### src/hw/rtl/psp_pkg.sv
// ----------------------------------------------------------------------------
// psp_pkg
// Shared codes, constants and controller/datapath interface types for the
// projectile slot physics block.
// ----------------------------------------------------------------------------
package psp_pkg;

  localparam int CFG_W     = 12;
  localparam int CFG_IDX_W = 3;

  // Input command codes
  typedef enum logic [1:0] {
    CMD_SPAWN = 2'd0,
    CMD_TICK  = 2'd1,
    CMD_CULL  = 2'd2
  } cmd_t;

  // Report kinds
  typedef enum logic [1:0] {
    KIND_SPAWN = 2'd0,
    KIND_POS   = 2'd1,
    KIND_CULL  = 2'd2
  } kind_t;

  // Configuration register indexes
  typedef enum logic [CFG_IDX_W-1:0] {
    REG_LAUNCH_SPEED  = 3'd0,
    REG_GRAVITY       = 3'd1,
    REG_MUZZLE_OFFSET = 3'd2,
    REG_FIELD_WIDTH   = 3'd3,
    REG_FIELD_HEIGHT  = 3'd4
  } cfg_reg_t;

  // Register reset values
  localparam logic [9:0]  RST_LAUNCH_SPEED  = 10'd450;
  localparam logic [9:0]  RST_GRAVITY       = 10'd150;
  localparam logic [7:0]  RST_MUZZLE_OFFSET = 8'd35;
  localparam logic [11:0] RST_FIELD_WIDTH   = 12'd640;
  localparam logic [11:0] RST_FIELD_HEIGHT  = 12'd480;

  // CORDIC in Q16, angle input carries 13 fraction bits
  localparam int                 TRIG_STEPS  = 16;
  localparam int                 SQRT_STEPS  = 11;
  localparam logic signed [20:0] CORDIC_GAIN = 21'sd39797;
  localparam logic signed [20:0] HALF_PI_Q16 = 21'sd102944;
  localparam logic signed [20:0] PI_Q16      = 21'sd205887;

  // floor(w/125) = (w * DIV_MUL) >> DIV_SHIFT for w below 2^31
  localparam logic [31:0] DIV_MUL   = 32'd2199023256;
  localparam int          DIV_SHIFT = 38;

  function automatic logic signed [20:0] atan_q16(input logic [3:0] i);
    case (i)
      4'd0:    return 21'sd51472;
      4'd1:    return 21'sd30385;
      4'd2:    return 21'sd16055;
      4'd3:    return 21'sd8150;
      4'd4:    return 21'sd4091;
      4'd5:    return 21'sd2047;
      4'd6:    return 21'sd1024;
      4'd7:    return 21'sd512;
      4'd8:    return 21'sd256;
      4'd9:    return 21'sd128;
      4'd10:   return 21'sd64;
      4'd11:   return 21'sd32;
      4'd12:   return 21'sd16;
      4'd13:   return 21'sd8;
      4'd14:   return 21'sd4;
      default: return 21'sd2;
    endcase
  endfunction

  // Controller to datapath commands
  typedef struct packed {
    logic load;
    logic idx_clr;
    logic idx_inc;
    logic trig_go;
    logic dv_sel;
    logic dv_cap;
    logic sp_commit;
    logic emit_full;
    logic tk_commit;
    logic cl_check;
    logic cl_emit;
  } dp_cmd_t;

  // Datapath to controller status
  typedef struct packed {
    logic idx_end;
    logic live_here;
    logic trig_busy;
    logic out_free;
    logic rep_room;
  } dp_stat_t;

endpackage

### src/hw/rtl/psp_ctrl.sv
// ----------------------------------------------------------------------------
// psp_ctrl
// Sequencer: accepts one item, walks the slots and steps the datapath
// through spawn, tick and cull.
// ----------------------------------------------------------------------------
module psp_ctrl (
  input  logic              clk,
  input  logic              rst,
  input  logic              in_valid,
  output logic              in_stall,
  input  logic [1:0]        command,
  input  psp_pkg::dp_stat_t stat,
  output psp_pkg::dp_cmd_t  cmd
);
  import psp_pkg::*;

  typedef enum logic [16:0] {
    S_IDLE      = 17'h00001,
    S_SP_SCAN   = 17'h00002,
    S_SP_FULL   = 17'h00004,
    S_SP_TRIG   = 17'h00008,
    S_SP_PROD   = 17'h00010,
    S_SP_COMMIT = 17'h00020,
    S_TK_DV0    = 17'h00040,
    S_TK_DV1    = 17'h00080,
    S_TK_DV2    = 17'h00100,
    S_TK_SCAN   = 17'h00200,
    S_TK_W1     = 17'h00400,
    S_TK_W2     = 17'h00800,
    S_TK_W3     = 17'h01000,
    S_TK_UPD    = 17'h02000,
    S_CL_SCAN   = 17'h04000,
    S_CL_CHK    = 17'h08000,
    S_CL_EMIT   = 17'h10000
  } state_t;

  state_t state, state_next;
  logic   accept;

  assign in_stall = (state != S_IDLE);
  assign accept   = in_valid && !in_stall;

  always_ff @(posedge clk) begin
    if (rst) begin
      state <= S_IDLE;
    end else begin
      state <= state_next;
    end
  end

  always_comb begin
    state_next = state;
    cmd        = '0;
    unique case (state)
      S_IDLE: begin
        if (accept) begin
          cmd.load    = 1'b1;
          cmd.idx_clr = 1'b1;
          case (command)
            CMD_SPAWN: state_next = S_SP_SCAN;
            CMD_TICK:  state_next = S_TK_DV0;
            CMD_CULL:  state_next = S_CL_SCAN;
            default:   state_next = S_IDLE;
          endcase
        end
      end
      // Spawn: find the lowest free slot, run the angle and root unit
      S_SP_SCAN: begin
        if (stat.idx_end) begin
          state_next = S_SP_FULL;
        end else if (stat.live_here) begin
          cmd.idx_inc = 1'b1;
        end else begin
          cmd.trig_go = 1'b1;
          state_next  = S_SP_TRIG;
        end
      end
      S_SP_FULL: begin
        if (stat.out_free) begin
          cmd.emit_full = 1'b1;
          state_next    = S_IDLE;
        end
      end
      S_SP_TRIG: begin
        if (!stat.trig_busy) begin
          state_next = S_SP_PROD;
        end
      end
      S_SP_PROD: begin
        state_next = S_SP_COMMIT;
      end
      S_SP_COMMIT: begin
        if (stat.out_free) begin
          cmd.sp_commit = 1'b1;
          state_next    = S_IDLE;
        end
      end
      // Tick: gravity step first, then each live slot
      S_TK_DV0: begin
        cmd.dv_sel = 1'b1;
        state_next = S_TK_DV1;
      end
      S_TK_DV1: begin
        state_next = S_TK_DV2;
      end
      S_TK_DV2: begin
        cmd.dv_cap = 1'b1;
        state_next = S_TK_SCAN;
      end
      S_TK_SCAN: begin
        if (stat.idx_end) begin
          state_next = S_IDLE;
        end else if (stat.live_here) begin
          state_next = S_TK_W1;
        end else begin
          cmd.idx_inc = 1'b1;
        end
      end
      S_TK_W1: begin
        state_next = S_TK_W2;
      end
      S_TK_W2: begin
        state_next = S_TK_W3;
      end
      S_TK_W3: begin
        state_next = S_TK_UPD;
      end
      S_TK_UPD: begin
        if (!stat.rep_room || stat.out_free) begin
          cmd.tk_commit = 1'b1;
          cmd.idx_inc   = 1'b1;
          state_next    = S_TK_SCAN;
        end
      end
      // Cull: check each live slot, then report the count
      S_CL_SCAN: begin
        if (stat.idx_end) begin
          state_next = S_CL_EMIT;
        end else if (stat.live_here) begin
          state_next = S_CL_CHK;
        end else begin
          cmd.idx_inc = 1'b1;
        end
      end
      S_CL_CHK: begin
        cmd.cl_check = 1'b1;
        cmd.idx_inc  = 1'b1;
        state_next   = S_CL_SCAN;
      end
      S_CL_EMIT: begin
        if (stat.out_free) begin
          cmd.cl_emit = 1'b1;
          state_next  = S_IDLE;
        end
      end
      default: begin
        state_next = S_IDLE;
      end
    endcase
  end

endmodule

### config.mk
export PLATFORM = sky130hd
export DESIGN_NAME = psp_ctrl
export DESIGN_NICKNAME = d
export VERILOG_FILES = /design/src/hw/rtl/psp_pkg.sv /design/src/hw/rtl/psp_ctrl.sv
export SDC_FILE = /design/constraint.sdc
export NUM_CORES = 1
export LEC_CHECK = 0
export ABC_AREA = 1
export BUFFER_PORTS_ARGS = -buffer_cell sky130_fd_sc_hd__buf_2
export CELL_PAD_IN_SITES_DETAIL_PLACEMENT = 1
export CELL_PAD_IN_SITES_GLOBAL_PLACEMENT = 1
export CORE_MARGIN = 4
export CORE_UTILIZATION = 40
export CTS_CLUSTER_DIAMETER = 120
export CTS_CLUSTER_SIZE = 10
export DETAILED_ROUTE_END_ITERATION = 10
export HOLD_SLACK_MARGIN = 0.05
export PLACE_DENSITY_LB_ADDON = 0.1
export SLEW_MARGIN = 20
export SYNTH_ARGS = -nofsm -noshare
export SYNTH_HDL_FRONTEND = slang
export SYNTH_SLANG_ARGS = --single-unit
### constraint.sdc
create_clock -name clk -period 1.86 [get_ports clk]
set_clock_uncertainty 0.05 [all_clocks]
set_input_delay 0.093 -clock clk [delete_from_list [all_inputs] [get_ports clk]]
set_output_delay 0.093 -clock clk [all_outputs]
set_load 0.03 [all_outputs]
==> flow_summary.json <==
{
  "drive_gt1_share_pct": 51.4,
  "cts_hold_buffers": 0,
  "regMostFlops": "state",
  "final_max_slew_viol_count": 0,
  "ys_ff_latch": 17,
  "finalPower_mw": 4.02,
  "fp.dieH_um": 70.6,
  "vias_per_cell": 6.06,
  "synthDominantCellAreaShare_pct": 21.7,
  "rsz0062_at_grt": "true",
  "met3_usage_pct": 4.12,
  "worst-path-max-fanout": 5,
  "worstReg2RegStart": "state[6]$_SDFFE_PP0P_",
  "post-route-period-util_pct": 106,
  "worstSkewPairLatency_ns": 0.27,
  "grt-ovfl-total": 0,
  "finalHoldViolCount": 0,
  "grt_use_total_pct": 25.9,
  "reg2reg_slack_ns": -0.12,
  "core-area_um2": 3720,
  "yosysSeqAreaShare_pct": 21.7,
  "io_pins": 22,
  "synthToLayoutAreaGrowth_pct": 58.5,
  "die_w_um": 70.6,
  "num_vias": 2298,
  "dr.pass1.iters": 6,
  "cp-start-kind": "register",
  "wl_um": 8920,
  "clock_tree.root_cell": "clkbuf_8",
  "clock-sinks": 17,
  "power_density_nw_per_um2": 1620,
  "cts-buffers-inserted": 3,
  "yosys_warnings": 0,
  "syn_inst": 250,
  "die-area_um2": 4980,
  "grt_max_degree": 15,
  "end_kind": "register",
  "whs_endpoint": "state[6]$_SDFFE_PP0P_",
  "hp-start": "command[0]",
  "r2r_cells": 11,
  "drc": 0,
  "yosys.cell_types.count": 27,
  "place_congestion": 0.837,
  "clk_pin_slew_ns": 0.08,
  "n_antenna_cell": 0,
  "grt.busiest_layer": "met2",
  "worstReg2RegEnd": "state[2]$_SDFFE_PP0P_",
  "num_rows": 22,
  "fin_crit_ns": 1.98,
  "met2_usage_pct": 44.4,
  "synth_nets": 260,
  "setup_tns_ns": -1.65,
  "worstSetupPathType": "reg2reg",
  "cts_buffer_depth": 2,
  "violations": "negative setup slack",
  "avgSynthCellArea_um2": 6.27,
  "arrival_ns": 2.13,
  "first_global_vias": 2057,
  "htreeDepth": 1,
  "grt.met1_usage_pct": 32.8,
  "wl_per_cell_um": 23.5,
  "num-nets-final": 342,
  "power_leakage_nw": 1.27,
  "drtIter0Drc": 236,
  "yosysTopAreaCell": "dfxtp_1",
  "port_buffers": 21,
  "fmax_mhz": 505,
  "min_delay_path_depth": 3,
  "grt_first_pass_wirelength_um": 10300,
  "finalWorstSetupSlack_ns": -0.119,
  "synthesis.area_um2": 1570,
  "postRouteAntennaNets": 0,
  "min_path_type": "in2reg",
  "post-route-util_pct": 66.8,
  "ir_worst_vdd_v": 0.000661,
  "slew_headroom_pct": 68.6,
  "dpl.hpwl_um": 4240,
  "cts_tree": "built",
  "synth_area_leaders": "dfxtp_1, nor2_1, nand2_1, nand3_1, inv_1",
  "critPathRequiredTime_ns": 2.01,
  "reg_top3": "state (17)",
  "tightest_slew_ns": 0.467,
  "max_cap_violations": 0,
  "initial_core_util_pct": 42.2,
  "status": "finished with violations",
  "largest_reg_flops": 17,
  "setup-violations-final": 25,
  "antenna_found_initial": 0
}
==> through the flow <==
step           hold WS, ns  cell area [um^2]  instances  setup WS (ns)
6_report             0.132              2480        379         -0.119
3_3_place_gp         0.403              1880        339        -0.0214
2_1_floorplan        0.206              1570        250         0.0293
5_1_grt              0.145              2480        379         -0.187
3_5_place_dp         0.410              1880        339        -0.0318
4_1_cts              0.135              2060        353       -0.00378
==> cells by family (layout without fill, tap and decap cells) <==
group / count (synthesis) / after routing / share of synthesized area [%]
flip-flops: 17 / 17 / 21.7
buffers and inverters: 47 / 126 / 13.4
AO/OA/AOI/OAI: 4 / 4 / 1.28
AND/OR/NAND/NOR: 182 / 184 / 63.6
==> critical path, cell delays in order (launching register included) <==
cell and delay [ns]:
dfxtp_4 0.37, nor2_4 0.15, nand2_4 0.10, nor2_4 0.19, buf_4 0.17, buf_4 0.12, nand3_1 0.11, o21ai_0 0.22
nor2_1 0.08, nand3b_1 0.16, nor2_1 0.09, nor2_2 0.10
==> layout make-up <==
type	count	area, um^2
Inverter	41	156
Tap cell	48	60.1
Clock inverter	1	7.51
Clock buffer	3	41.3
Timing Repair Buffer	80	614
Multi-Input combinational cell	188	1220
Timing Repair inverter	1	7.51
Sequential cell	17	378
Fill cell	487	1230
==> power breakdown <==
group / switching (mW) / internal (mW)
sequential: 0.113 / 0.456
clock: 0.168 / 0.152
combinational: 1.90 / 1.23
==> placed cells by master, fill, tap and decap left out, types with 3 or more instances in the layout <==
master / instances
nand2_4: 7
inv_2: 4
nor2_2: 9
buf_2: 14
nand3b_1: 6
inv_1: 35
nor3_1: 7
nand3_2: 6
nor2_1: 34
buf_6: 13
nand2_2: 8
buf_4: 52
nand2_1: 37
nand4_1: 11
nor3_2: 9
nor2_4: 18
dfxtp_2: 9
clkbuf_8: 3
dfxtp_4: 7
nand3_4: 4
nand3_1: 26
==> worst max-delay path by stage <==
| stage | cells past startpoint | end | startpoint |
|---|---|---|---|
| 6_report | 11 | state[2]$_SDFFE_PP0P_ | state[6]$_SDFFE_PP0P_ |
| 5_1_grt | 11 | state[2]$_SDFFE_PP0P_ | state[6]$_SDFFE_PP0P_ |
| 4_1_cts | 10 | cmd[8] | state[8]$_SDFFE_PP0P_ |
| 3_5_place_dp | 9 | state[8]$_SDFFE_PP0P_ | state[10]$_SDFFE_PP0P_ |
| 3_3_place_gp | 9 | state[11]$_SDFFE_PP0P_ | state[12]$_SDFFE_PP0P_ |
| 2_1_floorplan | 7 | cmd[10] | state[8]$_SDFFE_PP0P_ |
==> synthesized netlist by cell type <==
master,n
a21oi_1,1
buf_1,1
buf_12,1
buf_2,2
buf_4,1
buf_8,1
clkinv_1,1
dfxtp_1,17
inv_1,38
inv_2,2
nand2_1,45
nand2_2,4
nand2_4,3
nand3_1,30
nand3_2,4
nand3_4,1
nand3b_1,6
nand4_1,11
nand4_4,1
nor2_1,46
nor2_2,9
nor2_4,5
nor2_8,1
nor3_1,8
nor3_2,8
o21ai_0,2
o21ai_1,1
==> timing repair <==
| item | 4_1_cts | 5_1_grt |
|---|---|---|
| endpoints found under the hold margin | 0 | 0 |
| gates cloned | 0 | 3 |
| setup endpoints to repair | 22 | 28 |
| buffers inserted | 10 | 23 |
| pin swaps | 8 | 31 |
| gates resized for setup | 19 | 75 |
==> per-layer routing <==
layer / vias up / share of wire [%]
li1: 961 / -
met1: 1134 / 40
met2: 150 / 48
met3: 53 / 6.3
met4: 0 / 5.5
met5: - / 0
Note: power is estimated with default switching activity, not from simulation.
